==> src/sv/riff_wave_chunk_parser_defines.svh <==
// Assertion macros for the RIFF/WAVE chunk parser; only rwcp_parse includes them.
`ifndef RIFF_WAVE_CHUNK_PARSER_DEFINES_SVH
`define RIFF_WAVE_CHUNK_PARSER_DEFINES_SVH

// Same-cycle implication, sampled on clk and quiet while rst_n is low.
`define RWCP_ASSERT_NOW(label, cond, cons, msg) \
    label: assert property (@(posedge clk) disable iff (!rst_n) (cond) |-> (cons)) \
        else $error(msg);

// Next-cycle implication, sampled on clk and quiet while rst_n is low.
`define RWCP_ASSERT_NEXT(label, cond, cons, msg) \
    label: assert property (@(posedge clk) disable iff (!rst_n) (cond) |=> (cons)) \
        else $error(msg);

`endif

==> src/sv/rwcp_pkg.sv <==
// Types and constants shared by the RIFF/WAVE chunk parser modules.
`default_nettype none

package rwcp_pkg;

    // Little-endian chunk tags as they appear in an assembled word.
    localparam logic [31:0] TAG_RIFF = 32'h4646_4952;
    localparam logic [31:0] TAG_WAVE = 32'h4556_4157;
    localparam logic [31:0] TAG_FMT  = 32'h2074_6d66;
    localparam logic [31:0] TAG_DATA = 32'h6174_6164;

    // Byte position saturates at 40 bits.
    localparam logic [39:0] POS_MAX = 40'hFF_FFFF_FFFF;

    localparam logic [15:0] MIN_FORMAT_LENGTH_RESET = 16'd14;

    typedef enum logic [2:0] {
        PH_RIFF = 3'd0,
        PH_LEN  = 3'd1,
        PH_FORM = 3'd2,
        PH_KIND = 3'd3,
        PH_CLEN = 3'd4,
        PH_SKIP = 3'd5
    } phase_t;

    typedef enum logic [2:0] {
        ST_OK        = 3'd0,
        ST_NOT_WAVE  = 3'd1,
        ST_NOT_RIFF  = 3'd2,
        ST_FMT_SHORT = 3'd3,
        ST_NOT_FOUND = 3'd4
    } status_t;

    typedef struct packed {
        logic [7:0] file_byte;
        logic       last_byte;
    } beat_t;

    typedef struct packed {
        status_t     status;
        logic [31:0] format_offset;
        logic [31:0] data_offset;
        logic [31:0] data_size;
    } result_t;

    typedef struct packed {
        logic    valid;
        result_t result;
    } emit_t;

endpackage

`default_nettype wire

==> src/sv/rwcp_in_stage.sv <==
// Input register that holds one accepted byte beat until the parser takes it.
`default_nettype none

module rwcp_in_stage (
    input  wire logic           clk,
    input  wire logic           rst_n,
    input  wire logic           in_valid,
    output logic                in_ready,
    input  wire rwcp_pkg::beat_t in_beat,
    input  wire logic           take,
    output logic                held_valid,
    output rwcp_pkg::beat_t     held_beat
);
    import rwcp_pkg::*;

    logic  valid_reg;
    logic  valid_next;
    beat_t beat_reg;

    // Room for a new beat whenever the register is empty or the held one is consumed this cycle.
    assign in_ready   = !valid_reg || take;
    assign valid_next = (in_valid && in_ready) ? 1'b1 : (take ? 1'b0 : valid_reg);

    always_ff @(posedge clk or negedge rst_n)
    begin
        if (!rst_n)
        begin
            valid_reg <= 1'b0;
        end
        else
        begin
            valid_reg <= valid_next;
        end
    end

    always_ff @(posedge clk)
    begin
        if (in_valid && in_ready)
        begin
            beat_reg <= in_beat;
        end
    end

    assign held_valid = valid_reg;
    assign held_beat  = beat_reg;

endmodule

`default_nettype wire

==> src/sv/rwcp_parse.sv <==
// Per-byte RIFF/WAVE parse state and its next-state logic.
`default_nettype none
`include "riff_wave_chunk_parser_defines.svh"

module rwcp_parse (
    input  wire logic            clk,
    input  wire logic            rst_n,
    input  wire logic            cfg_write_en,
    input  wire logic [15:0]     cfg_write_data,
    input  wire logic            go,
    input  wire rwcp_pkg::beat_t beat,
    output rwcp_pkg::emit_t      emit
);
    import rwcp_pkg::*;

    logic [15:0] min_len_reg;
    logic [39:0] pos_reg, pos_next;
    logic [31:0] shift_reg, shift_next;
    logic [1:0]  fill_reg, fill_next;
    phase_t      phase_reg, phase_next;
    logic [31:0] riff_reg, riff_next;
    logic [32:0] area_end_reg, area_end_next;
    logic [31:0] kind_reg, kind_next;
    logic [32:0] skip_reg, skip_next;
    logic        fmt_seen_reg, fmt_seen_next;
    logic [31:0] fmt_start_reg, fmt_start_next;
    logic        data_seen_reg, data_seen_next;
    logic [31:0] data_start_reg, data_start_next;
    logic [31:0] data_len_reg, data_len_next;
    logic        finished_reg, finished_next;

    logic [31:0] word;
    logic [39:0] pos_inc;
    logic [32:0] skip_dec;
    logic [32:0] skip_len;
    logic        area_done;
    logic        data_taken;
    logic        emit_now;
    status_t     status_now;

    assign word       = {beat.file_byte, shift_reg[31:8]};
    assign pos_inc    = (pos_reg != POS_MAX) ? pos_reg + 40'd1 : pos_reg;
    assign area_done  = pos_inc >= {7'd0, area_end_reg};
    assign skip_dec   = (skip_reg != 33'd0) ? skip_reg - 33'd1 : skip_reg;
    assign skip_len   = ({1'b0, word} + 33'd1) & ~33'd1;
    assign data_taken = data_seen_reg && (data_len_reg != 32'd0);

    always_comb
    begin
        pos_next        = pos_reg;
        shift_next      = shift_reg;
        fill_next       = fill_reg;
        phase_next      = phase_reg;
        riff_next       = riff_reg;
        area_end_next   = area_end_reg;
        kind_next       = kind_reg;
        skip_next       = skip_reg;
        fmt_seen_next   = fmt_seen_reg;
        fmt_start_next  = fmt_start_reg;
        data_seen_next  = data_seen_reg;
        data_start_next = data_start_reg;
        data_len_next   = data_len_reg;
        finished_next   = finished_reg;
        emit_now        = 1'b0;
        status_now      = ST_OK;

        if (go && !finished_reg)
        begin
            shift_next = word;
            pos_next   = pos_inc;
            if (phase_reg == PH_SKIP)
            begin
                skip_next = skip_dec;
                if (skip_dec == 33'd0)
                begin
                    if (area_done)
                    begin
                        emit_now   = 1'b1;
                        status_now = ST_NOT_FOUND;
                    end
                    else
                    begin
                        phase_next = PH_KIND;
                    end
                end
            end
            else
            begin
                fill_next = fill_reg + 2'd1;
                if (fill_reg == 2'd3)
                begin
                    case (phase_reg)
                        PH_RIFF:
                        begin
                            riff_next  = word;
                            phase_next = PH_LEN;
                        end
                        PH_LEN:
                        begin
                            area_end_next = 33'd8 + {1'b0, word};
                            phase_next    = PH_FORM;
                        end
                        PH_FORM:
                        begin
                            if (word != TAG_WAVE)
                            begin
                                emit_now   = 1'b1;
                                status_now = ST_NOT_WAVE;
                            end
                            else if (riff_reg != TAG_RIFF)
                            begin
                                emit_now   = 1'b1;
                                status_now = ST_NOT_RIFF;
                            end
                            else if (area_done)
                            begin
                                emit_now   = 1'b1;
                                status_now = ST_NOT_FOUND;
                            end
                            else
                            begin
                                phase_next = PH_KIND;
                            end
                        end
                        PH_KIND:
                        begin
                            kind_next  = word;
                            phase_next = PH_CLEN;
                        end
                        PH_CLEN:
                        begin
                            if (kind_reg == TAG_FMT && !fmt_seen_reg)
                            begin
                                if (word < {16'd0, min_len_reg})
                                begin
                                    emit_now   = 1'b1;
                                    status_now = ST_FMT_SHORT;
                                end
                                else
                                begin
                                    fmt_seen_next  = 1'b1;
                                    fmt_start_next = pos_inc[31:0];
                                    if (data_taken)
                                    begin
                                        emit_now   = 1'b1;
                                        status_now = ST_OK;
                                    end
                                end
                            end
                            else if (kind_reg == TAG_DATA && !data_taken)
                            begin
                                data_seen_next  = 1'b1;
                                data_start_next = pos_inc[31:0];
                                data_len_next   = word;
                                if (fmt_seen_reg)
                                begin
                                    emit_now   = 1'b1;
                                    status_now = ST_OK;
                                end
                            end
                            // Body skip, padded to an even length, unless a result ended the file.
                            if (!emit_now)
                            begin
                                skip_next = skip_len;
                                if (skip_len == 33'd0)
                                begin
                                    if (area_done)
                                    begin
                                        emit_now   = 1'b1;
                                        status_now = ST_NOT_FOUND;
                                    end
                                    else
                                    begin
                                        phase_next = PH_KIND;
                                    end
                                end
                                else
                                begin
                                    phase_next = PH_SKIP;
                                end
                            end
                        end
                        default:
                        begin
                            phase_next = phase_reg;
                        end
                    endcase
                end
            end
            if (beat.last_byte && !emit_now)
            begin
                emit_now   = 1'b1;
                status_now = ST_NOT_FOUND;
            end
            if (emit_now)
            begin
                finished_next = 1'b1;
            end
        end

        emit.valid                = emit_now;
        emit.result.status        = status_now;
        emit.result.format_offset = fmt_start_next;
        emit.result.data_offset   = data_start_next;
        emit.result.data_size     = data_len_next;

        // The last byte of a file always returns the parser to its start state.
        if (go && beat.last_byte)
        begin
            pos_next        = 40'd0;
            shift_next      = 32'd0;
            fill_next       = 2'd0;
            phase_next      = PH_RIFF;
            riff_next       = 32'd0;
            area_end_next   = 33'd0;
            kind_next       = 32'd0;
            skip_next       = 33'd0;
            fmt_seen_next   = 1'b0;
            fmt_start_next  = 32'd0;
            data_seen_next  = 1'b0;
            data_start_next = 32'd0;
            data_len_next   = 32'd0;
            finished_next   = 1'b0;
        end
    end

    always_ff @(posedge clk or negedge rst_n)
    begin
        if (!rst_n)
        begin
            min_len_reg    <= MIN_FORMAT_LENGTH_RESET;
            pos_reg        <= 40'd0;
            shift_reg      <= 32'd0;
            fill_reg       <= 2'd0;
            phase_reg      <= PH_RIFF;
            riff_reg       <= 32'd0;
            area_end_reg   <= 33'd0;
            kind_reg       <= 32'd0;
            skip_reg       <= 33'd0;
            fmt_seen_reg   <= 1'b0;
            fmt_start_reg  <= 32'd0;
            data_seen_reg  <= 1'b0;
            data_start_reg <= 32'd0;
            data_len_reg   <= 32'd0;
            finished_reg   <= 1'b0;
        end
        else
        begin
            if (cfg_write_en)
            begin
                min_len_reg <= cfg_write_data;
            end
            pos_reg        <= pos_next;
            shift_reg      <= shift_next;
            fill_reg       <= fill_next;
            phase_reg      <= phase_next;
            riff_reg       <= riff_next;
            area_end_reg   <= area_end_next;
            kind_reg       <= kind_next;
            skip_reg       <= skip_next;
            fmt_seen_reg   <= fmt_seen_next;
            fmt_start_reg  <= fmt_start_next;
            data_seen_reg  <= data_seen_next;
            data_start_reg <= data_start_next;
            data_len_reg   <= data_len_next;
            finished_reg   <= finished_next;
        end
    end

    `RWCP_ASSERT_NEXT(a_last_restarts, go && beat.last_byte, !finished_reg && pos_reg == 40'd0, "last byte did not restart the parser")
    `RWCP_ASSERT_NOW(a_one_result, emit.valid, go && !finished_reg, "result from a finished or idle parser")
    `RWCP_ASSERT_NOW(a_skip_live, phase_reg == PH_SKIP && !finished_reg, skip_reg != 33'd0, "skip phase with nothing left to skip")
    `RWCP_ASSERT_NOW(a_header_fail_empty, emit.valid && (emit.result.status == ST_NOT_WAVE || emit.result.status == ST_NOT_RIFF), emit.result.format_offset == 32'd0 && emit.result.data_offset == 32'd0 && emit.result.data_size == 32'd0, "header failure reports recorded chunks")

endmodule

`default_nettype wire

==> src/sv/rwcp_out_stage.sv <==
// Result register that holds one result beat until the receiver takes it.
`default_nettype none

module rwcp_out_stage (
    input  wire logic            clk,
    input  wire logic            rst_n,
    input  wire rwcp_pkg::emit_t emit,
    input  wire logic            out_ready,
    output logic                 out_valid,
    output rwcp_pkg::result_t    result
);
    import rwcp_pkg::*;

    logic    valid_reg;
    logic    valid_next;
    result_t result_reg;

    // The parser only emits when this register is free or draining.
    assign valid_next = emit.valid ? 1'b1 : (out_ready ? 1'b0 : valid_reg);

    always_ff @(posedge clk or negedge rst_n)
    begin
        if (!rst_n)
        begin
            valid_reg <= 1'b0;
        end
        else
        begin
            valid_reg <= valid_next;
        end
    end

    always_ff @(posedge clk)
    begin
        if (emit.valid)
        begin
            result_reg <= emit.result;
        end
    end

    assign out_valid = valid_reg;
    assign result    = result_reg;

endmodule

`default_nettype wire

==> src/sv/riff_wave_chunk_parser.sv <==
// Top level of the RIFF/WAVE chunk parser: input register, parser and result register.
//
// Usage. A file enters one byte per beat on the input channel (in_valid/in_ready,
// file_byte, last_byte); last_byte marks the final byte of each file. For each file
// the block gives at most one result beat on the output channel (out_valid/out_ready,
// status, format_offset, data_offset, data_size): as soon as both the fmt and data
// chunks are located, on a header or fmt-length error, when the chunk area runs out,
// or at the last byte if nothing was reported earlier. Bytes after a result are
// dropped until last_byte, which returns the parser to its start-of-file state.
// An accepted byte is loaded into the input register; when the parser takes it, any result
// it causes is loaded into the result register, and a stall on out_ready can hold the take.
// Throughput: one byte per cycle while no result waits for the receiver.
// When the receiver stalls with a result pending, the input register still takes one more
// byte if it is empty; in_ready then stays low until the result is taken.
// Reset clears both registers' valid flags and the parse state; min_format_length
// returns to 14. cfg_write_en writes it at once and should be used only while idle.
`default_nettype none

module riff_wave_chunk_parser (
    input  wire logic        clk,
    input  wire logic        rst_n,
    input  wire logic        cfg_write_en,
    input  wire logic [15:0] cfg_write_data,
    input  wire logic        in_valid,
    output logic             in_ready,
    input  wire logic [7:0]  file_byte,
    input  wire logic        last_byte,
    output logic             out_valid,
    input  wire logic        out_ready,
    output logic [2:0]       status,
    output logic [31:0]      format_offset,
    output logic [31:0]      data_offset,
    output logic [31:0]      data_size
);
    import rwcp_pkg::*;

    beat_t   in_beat;
    beat_t   held_beat;
    logic    held_valid;
    logic    take;
    emit_t   emit;
    result_t result;

    assign in_beat.file_byte = file_byte;
    assign in_beat.last_byte = last_byte;

    // A held byte is processed whenever the result register can accept a new result,
    // which covers bytes that produce none as well.
    assign take = held_valid && (!out_valid || out_ready);

    rwcp_in_stage u_in_stage (
        .clk        (clk),
        .rst_n      (rst_n),
        .in_valid   (in_valid),
        .in_ready   (in_ready),
        .in_beat    (in_beat),
        .take       (take),
        .held_valid (held_valid),
        .held_beat  (held_beat)
    );

    rwcp_parse u_parse (
        .clk            (clk),
        .rst_n          (rst_n),
        .cfg_write_en   (cfg_write_en),
        .cfg_write_data (cfg_write_data),
        .go             (take),
        .beat           (held_beat),
        .emit           (emit)
    );

    rwcp_out_stage u_out_stage (
        .clk       (clk),
        .rst_n     (rst_n),
        .emit      (emit),
        .out_ready (out_ready),
        .out_valid (out_valid),
        .result    (result)
    );

    assign status        = result.status;
    assign format_offset = result.format_offset;
    assign data_offset   = result.data_offset;
    assign data_size     = result.data_size;

endmodule

`default_nettype wire

==> config.mk <==
export PLATFORM = sky130hd
export DESIGN_NAME = riff_wave_chunk_parser
export DESIGN_NICKNAME = d
export VERILOG_FILES = /design/src/sv/rwcp_pkg.sv /design/src/sv/rwcp_in_stage.sv /design/src/sv/rwcp_parse.sv /design/src/sv/rwcp_out_stage.sv /design/src/sv/riff_wave_chunk_parser.sv
export VERILOG_INCLUDE_DIRS = /design/src /design/src/sv
export SDC_FILE = /design/constraint.sdc
export NUM_CORES = 1
export LEC_CHECK = 0
export BUFFER_PORTS_ARGS = -buffer_cell sky130_fd_sc_hd__buf_2
export CAP_MARGIN = 10
export CORE_MARGIN = 4
export CORE_UTILIZATION = 59
export DETAILED_ROUTE_END_ITERATION = 7
export HOLD_SLACK_MARGIN = 0.15
export PLACE_DENSITY = 0.89
export REMOVE_ABC_BUFFERS = 1
export SLEW_MARGIN = 20
export SYNTH_ARGS = -nofsm -noshare
export SYNTH_HDL_FRONTEND = slang
export SYNTH_HIERARCHICAL = 1
export SYNTH_SLANG_ARGS = --single-unit
==> constraint.sdc <==
create_clock -name clk -period 6.1 [get_ports clk]
set_input_delay 1.22 -clock clk [delete_from_list [all_inputs] [get_ports clk]]
set_output_delay 1.22 -clock clk [all_outputs]
set_load 0.03 [all_outputs]
After elaboration in Yosys (flattened, before gate mapping):

Index checks and enable logic that the tools add are counted.

* add/sub/neg operators: 5
* order comparisons: 2
* eq/ne operators: 19
* muxes and demuxes: 118
* bitwise gates (word level): 1
* reductions and logical operators: 45

Operators by type and width (count)
* two-way mux 32 bit: 33
* two-way mux 33 bit: 12
* two-way mux 40 bit: 3
* zero test 33 bit: 2
* inequality test 32 x 31 -> 1 bit, second input constant: 2
* two-way mux 3 bit: 20
* two-way mux 1 bit: 42
* adder 40 x 1 -> 40 bit, second input constant: 1
* >= comparator 40 x 33 -> 1 bit: 1
* inequality test 40 bit, second input constant: 1
* adder 32 x 1 -> 33 bit, second input constant: 1
* adder 4 x 32 -> 33 bit, first input constant: 1
* nonzero test 33 bit: 1
* subtractor 33 x 1 -> 33 bit, second input constant: 1
* == test 32 x 30 -> 1 bit, second input constant: 1
* == test 32 x 31 -> 1 bit, second input constant: 1
* < comparator 32 x 16 -> 1 bit: 1
* nonzero test 32 bit: 1
* nonzero test 2 bit: 11
* AND reduction 4 bit: 4
* case mux 3 bit (5 select lines): 1
* inequality test 4 x 3 -> 1 bit, second input constant: 3
* AND reduction 6 bit: 2
* two-way mux 2 bit: 5
* other kinds (20): 39

* bits in registers: 432
* input bits: 30
* output and inout port bits: 101
* word-level logic and storage cells: 214

Logic depth before layout (Yosys ltp):

Gate-level depths: netlist (run 1).

* word-level depth: 22
* depth in mapped cells: 21
* gate-level depth less buffers: 20

Cells and area by module:

Netlist (run 1), hierarchy kept.

By module, submodules not included
* rwcp_parse: times used 1, cells each 2193, area each 18393.9 um2, seq. area each 7861.3 um2
* rwcp_out_stage: times used 1, cells each 102, area each 3009.1 um2, seq. area each 2997.9 um2
* rwcp_in_stage: times used 1, cells each 13, area each 324.1 um2, seq. area each 295.3 um2
* riff_wave_chunk_parser: times used 1, cells each 2, area each 11.3 um2, seq. area each 0.0 um2

Worst setup path after synthesis (run 1):

OpenSTA, ideal clock, no wires.

* path type: register -> register
* from: register u_parse.pos_reg[34]
* to: register u_out_stage.valid_reg (netlist: u_out_stage/out_valid)
* library setup time: 0.120 ns
* arrival time: 5.032 ns
* required time: 5.980 ns
* path slack: 0.948 ns
* stages on the path, launching flop included: 22
* path buffers: 3
* clock period less this slack: 5.152 ns
* path through: dfrtp_1 clkbuf_1 nand4_1 nor3_1 nand4_1 and3_1 and3_1 clkbuf_1 nand3_1 xnor2_1 ha_1 a21o_1 a21o_1 a21o_1 a221oi_1 o2111ai_1 or3_1 o311a_1 a21oi_1 a21oi_1 buf_4 a21o_1

* longest elaborated chain between the ends: 16
* elaborated cells on any way between the ends: 21
* classes of those cells: 1 x add/sub; 1 x order compare; 1 x eq/ne; 15 x mux; 3 x reduce/logical

Ends and longest elaborated chain
* start: declaration: line rwcp_parse.sv:17 `logic [39:0] pos_reg, pos_next;`
* start signal: assignment: line rwcp_parse.sv:253 `pos_reg <= pos_next;`
* adder 40 x 1 -> 40 bit or inequality test 40 bit (tied branches): line rwcp_parse.sv:42 `assign pos_inc = (pos_reg != POS_MAX) ? pos_reg + 40'd1 : pos_reg;`
* two-way mux 40 bit *: line rwcp_parse.sv:42
* >= comparator 40 x 33 -> 1 bit *: line rwcp_parse.sv:43 `assign area_done = pos_inc >= {7'd0, area_end_reg};`
* two-way mux 1 bit *: line rwcp_parse.sv:76, rwcp_parse.sv:115, rwcp_parse.sv:167
* two-way mux 1 bit (on tied branches): line rwcp_parse.sv:165, rwcp_parse.sv:110
* two-way mux 1 bit (on tied branches): line rwcp_parse.sv:162, rwcp_parse.sv:105
* case mux 1 bit (2 select lines): line rwcp_parse.sv:92 `case (phase_reg)`
* two-way mux 1 bit: line rwcp_parse.sv:90 `if (fill_reg == 2'd3)`
* two-way mux 1 bit *: line rwcp_parse.sv:71 `if (phase_reg == PH_SKIP)`
* two-way mux 1 bit *: line rwcp_parse.sv:67 `if (go && !finished_reg)`
* zero test 1 bit: line rwcp_parse.sv:190 `if (beat.last_byte && !emit_now)`
* logical AND 1 bit: line rwcp_parse.sv:190
* two-way mux 1 bit *: line rwcp_parse.sv:190
* two-way mux 1 bit * (2 in series): line rwcp_parse.sv:67
* net u_parse.emit_now: line rwcp_parse.sv:38 `logic emit_now;`
* two-way mux 1 bit or nonzero test 2 bit (tied branches)
* end signal: assignment: line rwcp_out_stage.sv:29 `valid_reg <= valid_next;`
* end: declaration: line rwcp_out_stage.sv:14 `logic valid_reg;`

The timed path passes the listed nets; every way through them passes the cells marked *. The select of a mux whose other input is x is not followed.
A chain may end at the register's enable or synchronous reset.

==> impl_results.md, run 1 <==
- Largest net degree at the start of global routing: 151
- CP Cell Sequence: nand4_1 -> nor3_1 -> nand4_1 -> and3_1 -> and3_1 -> nand3_1 -> xnor2_1 -> ha_1 -> a21o_1 -> a21o_1 -> a21o_1 -> a221oi_1 -> o2111ai_1 -> or3_1 -> o311a_1 -> a21oi_1 -> a21oi_4 -> buf_4
- Num CTS Buffers: 45
- Iter 0 DRT Violations: 2282
- Drt drc: 18
- Critical path's slowest cell: dfrtp_1
- Final setup fails: 0
- Antenna diodes: 0
- Area of the die: 40000 um2
- Fmax: 173 MHz
- DP Wirelength: 42600 um
- Power Internal: 5.67 mW
- Die height: 200 um
- Failing checks: DRC
- Placed Cells: 2792
- Prevailing post-synth register cell: dfrtp_1
- Async set-or-reset flop fraction in the synthesized netlist: 74.5%
- Final WL: 63200 um
- Initial antenna violation count: 0
- Register share of total power: 38.5%
- Bufs and invs on worst path: 1
- First-pass GRT wire length: 98500 um
- Clock Skew: 0.0410 ns
- Vias in the first global route: 18100
- Starting density of the core: 59.7%
- IO buf count: 130
- Syn avg cell area: 9.41 um2
- Nets: 2456
- HP Class: flop to flop
- Leak Pwr: 10.6 nW
- Seq/Total Area, Yosys: 51.3%
- DR pass1 iterations: 8
- RSZ-0062 raised after global routing: false
- GPL Wtd Cong: 0.986
- Share of the synthesized area in the top cell type: 36.0%
- Switching share of power: 38.6%
- Syn. warnings: 6
- Max VDD drop: 0.000439 V
- Arrival time worst endpoint: 6.05 ns
- Die X: 200 um
- Synth Instances: 2310
- Area post-placement: 22700 um2
- # IOs: 131
- Dominant cell type by area after synthesis: dfrtp_1
- Root Driver: clkbuf_16
- Cell area after synthesis: 21700 um2
- Total number of vias: 18600
- PwrDens: 381 nW/um2
- Family with the most delay on the worst path: simple AND/OR/NAND/NOR gates
- Layout cell share with drive strength beyond 1: 13.0%
- Comb pwr share: 32.8%
- Clock share of power: 28.7%
- Slowest stage delay, CP: 0.46 ns
- Top cells by area, synth: dfrtp_1 36%, edfxtp_1 15%, nand2_1 6.9%
- Slew Limit Headroom: 25.5%
- Routed Antenna Nets: 0
- Tightest Pin Transition: 1.12 ns
- CP required: 6.37 ns
- Crit path max fanout: 30
- H-tree depth: 2
- Hold Violations, Final: 0
- Crit share post-route: 94.8%
- Worst Path Class, Setup: flop to flop
- GRT Residual Overflow: 0
- Final Critical Period: 5.78 ns
- Max-cap violation count: 0
- Netlist cell types: 91
- Max Slew Vio Count: 0
- EDFF count, synth: 108
- Net load switching power: 3.56 mW
- Routed wire length per instance: 22.0 um
- CTS Sinks: 424
- Total GRT Usage: 31.1%
- Most used cell, CP: a21o_1
- Setup crit end kind: flop
- Via-per-instance ratio: 6.48
- CTS tree: yes
- Standard-cell rows: 70
- Status: complete, but fails checks
- Clk buf depth: 3
- Design area: 24200 um2
- CORE AREA: 36400 um2
- Number of flip-flops in the largest register: 99
- CTS clk-pin slew, worst paths: 0.06 ns
- #FFs+latches synth: 424
- Crit start category: flop
- Fin cells: 2874
- Area Overhead vs Synth: 11.3%
- Clock latency on the worst-skew pair: 0.59 ns
- Cts hold-fix bufs: 0
## Yosys cell counts, drive strengths merged, types with 21 or more instances
cell,instances
nand3,57
clkbuf,137
inv,86
xnor2,58
ha,53
a22o,27
nor4,40
o21ai,227
mux2,26
and3,21
nor3,49
xor2,32
edfxtp,108
nand2,401
a21oi,136
dfrtp,313
nor2,142
and2,69
nand4,61
## layout by cell type, fill, tap and decap left out, types with 7 or more instances in the layout
master	synthesis	layout
a31oi_1	17	16
o31ai_1	14	14
nand3_1	57	56
inv_1	85	85
and3_1	21	21
o21ai_0	226	226
and2_1	66	66
a211oi_1	16	16
buf_2	4	129
nand2b_1	10	10
xnor2_1	58	58
clkbuf_16	0	45
nor4bb_1	10	10
clkinv_2	0	11
dfrtp_1	313	313
nand4_1	60	60
buf_4	1	35
a22o_1	27	27
nor4b_1	10	10
and4_1	12	12
a21o_1	15	15
nor3_1	47	45
ha_1	53	53
clkbuf_1	137	10
nor4_1	36	35
o211ai_1	16	16
or3_1	17	16
o2111ai_1	7	7
nand2_1	401	400
mux2_2	26	26
or4_1	17	16
edfxtp_1	108	108
nor2_1	141	136
a21oi_1	136	135
xor2_1	32	32
## power groups by stage
stage | clock, mW | combinational [mW] | sequential [mW]
after CTS | 2.68 | 2.95 | 3.53
after global routing | 2.81 | 3.29 | 3.57
after detailed placement | 0 | 2.93 | 3.58
after global placement | 0 | 2.89 | 3.57
after floorplan | 0 | 1.97 | 3.61
final | 2.65 | 3.03 | 3.56
## worst paths after layout
| path | slack (ns) | to | cells past startpoint | start |
|---|---|---|---|---|
| max reg2reg | 0.32 | u_out_stage/result[94]$_DFFE_PP_ | 18 | u_parse/pos_reg[32]$_DFFE_PN0N_ |
| max in group asynchronous | 4.04 | u_parse/fmt_start_reg[10]$_DFF_PN0_ | 2 | rst_n |
| min in group asynchronous | 0.70 | u_parse/skip_reg[13]$_DFFE_PN0P_ | 1 | rst_n |
| max | 0.32 | u_out_stage/result[94]$_DFFE_PP_ | 18 | u_parse/pos_reg[32]$_DFFE_PN0N_ |
| min reg2reg | 0.48 | u_parse/riff_reg[17]$_DFFE_PN0P_ | 2 | u_parse/riff_reg[17]$_DFFE_PN0P_ |
| min | 0.48 | u_parse/riff_reg[17]$_DFFE_PN0P_ | 2 | u_parse/riff_reg[17]$_DFFE_PN0P_ |
## routing by layer
layer  track usage [%]  vias up  routed length (um)  part of all wire [%]
li1                  -     8313                   -                     -
met1              41.3     8917               24400                    39
met2              48.7     1116               28700                    45
met3              7.23      273                6530                    10
met4              15.3        0                3500                   5.5
met5                 0        -                   0                     0
## final cells by class
class	instances	area, um2
fill	2701	12200
multi-input combinational	1647	9740
clock inverter	20	183
tap	468	586
timing repair buffer	167	971
clock buffer	60	1230
inverter	88	330
sequential	424	11200
## metrics by stage
stage / setup WS, ns / TNS [ns] / util [%] / hold WS, ns / power, mW
floorplan: -2.80 / -366.09 / - / 0.441 / 5.58
global placement: 0.537 / 0 / 62.4 / 0.456 / 6.45
detailed placement: 0.415 / 0 / 62.4 / 0.464 / 6.51
CTS: 0.353 / 0 / 66.3 / 0.477 / 9.16
global route: 0.00236 / 0 / 66.4 / 0.507 / 9.67
finish: 0.315 / 0 / 66.4 / 0.476 / 9.23
## kinds of logic after synthesis
| family | Yosys count | share of synthesized area, % |
|---|---|---|
| AND/OR/NAND/NOR | 950 | 21.7 |
| XOR/XNOR | 90 | 3.63 |
| flip-flops | 424 | 51.3 |
| adder cells (fa/ha/maj) | 53 | 3.05 |
| buffers and inverters | 239 | 4.24 |
| AO/OA/AOI/OAI | 526 | 14.6 |
| multiplexers | 28 | 1.44 |
## worst min-delay path, cell delays in order (launching register included)
cell and delay [ns]:
dfrtp_1 0.33, nand2_1 0.04, o21ai_0 0.06
## repair_timing
item	CTS	global route
hold endpoints to repair	0	0
endpoints found under the setup margin	0	99
buffers inserted	0	1
resized for setup	0	3
No activity file was read; power rests on OpenSTA's default activity.
==> inputs of run 2 (changes only) <==
CORE_ASPECT_RATIO = 0.5   (was unset)
CTS_CLUSTER_DIAMETER = 200   (was unset)
HOLD_SLACK_MARGIN = unset   (was 0.15)
==> run 2 against run 1 <==
Compared with the run above:
- the flow still finishes with violations (DRC)
- sequential share of layout area rose by 0.081 points
- first-iteration DRC count increased by 13%
- via count rose by 0.59%
==> impl_results.md, run 2 (synthesized netlist as in run 1, its figures left out) <==
- Iter 0 DRT Violations: 2574 (+13%)
- Filler Cells Inserted: 2575 (-4.7%)
- Num CTS Buffers: 38 (-16%)
- Max VDD drop: 0.000311 V (-29%)
- CORE AREA: 36100 um2 (-0.89%)
- Routed Antenna Nets: 0 (unchanged)
- Clock Skew: 0.0216 ns (-0.0194 ns)
- GRT Residual Overflow: 0 (unchanged)
- Status: complete, but fails checks
- Area of the die: 40200 um2 (+0.47%)
- Tightest Pin Transition: 1.07 ns (-0.0449 ns)
- Root Driver: clkbuf_16
- Hold Violations, Final: 0 (unchanged)
- Largest net degree at the start of global routing: 132 (-13%)
- Pwr Total: 9.15 mW (-0.83%)
- Leak Pwr: 10.6 nW (-0.57%)
- Hold Path Stages: 2 (unchanged)
- Area Overhead vs Synth: 11.1%
- Standard-cell rows: 49 (-30%)
- GPL Wtd Cong: 0.999 (+1.3%)
- DP Wirelength: 41300 um (-3.1%)
- Fin cells: 2879 (+0.17%)
- Failing checks: DRC
- Final setup fails: 0 (unchanged)
- Antenna diodes: 0 (unchanged)
- Total number of vias: 18700 (+0.59%)
- Vias in the first global route: 18000 (-0.46%)
- DR pass1 iterations: 8 (unchanged)
- Cts hold-fix bufs: 0 (unchanged)
- Die X: 279 um (+40%)
- R2r worst-path depth: 19 (+1)
- CTS Sinks: 424 (unchanged)
- Total GRT Usage: 30.6% (-0.57 points)
- Max Slew Vio Count: 0 (unchanged)
- Crit path max fanout: 55 (+83%)
- Worst Path Class, Setup: flop to flop
- Initial antenna violation count: 0 (unchanged)
- Die height: 144 um (-28%)
- Clk buf depth: 3 (unchanged)
- CP required: 6.31 ns (-0.06 ns)
- First-pass GRT wire length: 98200 um (-0.26%)
- Fin util: 66.9% (+0.48 points)
- Routed wire length per instance: 21.6 um (-1.8%)
- Slew Limit Headroom: 28.5% (+3.0 points)
- Setup crit end kind: flop
- Via-per-instance ratio: 6.51 (+0.41%)
- Number of flip-flops in the largest register: 99 (unchanged)
- RSZ-0062 raised after global routing: false
- Most frequent cells in the layout: 400 x nand2_1, 313 x dfrtp_1, 226 x o21ai_0
- Nets: 2449 (-0.29%)
- Most common cell after layout, fill and taps aside: nand2_1
- Arrival time worst endpoint: 5.97 ns (-0.08 ns)
- Sequential Area: 11200 um2 (unchanged)
- Layout cell share with drive strength beyond 1: 12.9% (-0.15 points)
- Starting density of the core: 60.2% (+0.54 points)
- Worst hold slack: 0.480 ns (+0.00355 ns)
- Clock latency on the worst-skew pair: 0.56 ns (-0.03 ns)
- Footprint of the multi-input gates: 9740 um2 (about the same)
- Fmax: 173 MHz (+0.37%)
- Crit start category: flop
- H-tree depth: 2 (unchanged)
- # IOs: 131 (unchanged)
- Drt drc: 18 (unchanged)
- CTS tree: yes
- Placed Cells: 2808 (+0.57%)
- Max-cap violation count: 0 (unchanged)
- Final Critical Period: 5.76 ns (-0.0211 ns)
- IO buf count: 130 (unchanged)
- Crit share post-route: 94.5% (-0.35 points)
- CTS clk-pin slew, worst paths: 0.07 ns (about the same)
- Final WL: 62100 um (-1.6%)
- PwrDens: 379 nW/um2 (-0.66%)
- HP Class: flop to flop
## run 2: timing repair
item,in CTS,in global routing
setup endpoints to repair,0,100
setup buffers,0,1
hold endpoints to repair,0,0
resized for setup,0,2
## run 2: per-stage QoR
step | setup slack [ns] | cell area [um2] | TNS (ns)
final | 0.336 | 24200 | 0
after global routing | 0.0934 | 24200 | 0
after CTS | 0.144 | 24100 | 0
after detailed placement | 0.163 | 22800 | 0
after global placement | 0.419 | 22800 | 0
after floorplan | -2.80 | 21100 | -366.09
## run 2: critical path: stages (launching register included)
cell and delay [ns]:
dfrtp_1 0.46, ha_1 0.33, nand4_1 0.12, nor3_1 0.29, nand4_1 0.21, and3_1 0.28, and3_1 0.32, nand3_1 0.15
xnor2_1 0.22, ha_1 0.33, a21o_1 0.19, a21o_1 0.17, a21o_1 0.18, a221oi_2 0.35, o2111ai_2 0.26, or3_1 0.38
o311a_1 0.37, a21oi_1 0.31, a21oi_4 0.10, buf_4 0.34
## run 2: final timing paths
path                                                        from                           endpoint  slack [ns]
max in group asynchronous                                  rst_n  u_parse/shift_reg[29]$_DFFE_PN0N_        4.24
worst max register to register    u_parse/pos_reg[0]$_DFFE_PN0N_   u_out_stage/result[77]$_DFFE_PP_        0.34
worst max-delay path              u_parse/pos_reg[0]$_DFFE_PN0N_   u_out_stage/result[77]$_DFFE_PP_        0.34
min in group asynchronous                                  rst_n   u_parse/skip_reg[21]$_DFFE_PN0P_        0.56
worst min register to register  u_parse/riff_reg[22]$_DFFE_PN0P_   u_parse/riff_reg[22]$_DFFE_PN0P_        0.48
worst min-delay path            u_parse/riff_reg[22]$_DFFE_PN0P_   u_parse/riff_reg[22]$_DFFE_PN0P_        0.48
## run 2: layer usage
metal  share of wire [%]  vias up  track usage [%]  wire length, um
li1                    -     8296                -                -
met2                  45     1157             48.1            27700
met4                 3.8        0             11.2             2360
met1                  40     9055             41.6            24600
met5                   0        -                0                0
met3                  12      220             8.02             7440
## run 2: area by class of cell
class	instances	area share, %
clock inverter	16	0.772
tap	484	2.51
clock buffer	53	4.81
sequential	424	46.2
multi-input combinational	1647	40.3
inverter	88	1.37
timing repair buffer	167	4.07
## run 2: report_power, final
group,switching (mW),total [mW],internal (mW),leakage [nW]
combinational,2.05,3.00,0.960,4.56
sequential,0.359,3.55,3.19,5.37
clock,1.12,2.59,1.48,0.655
total,3.52,9.15,5.63,10.6
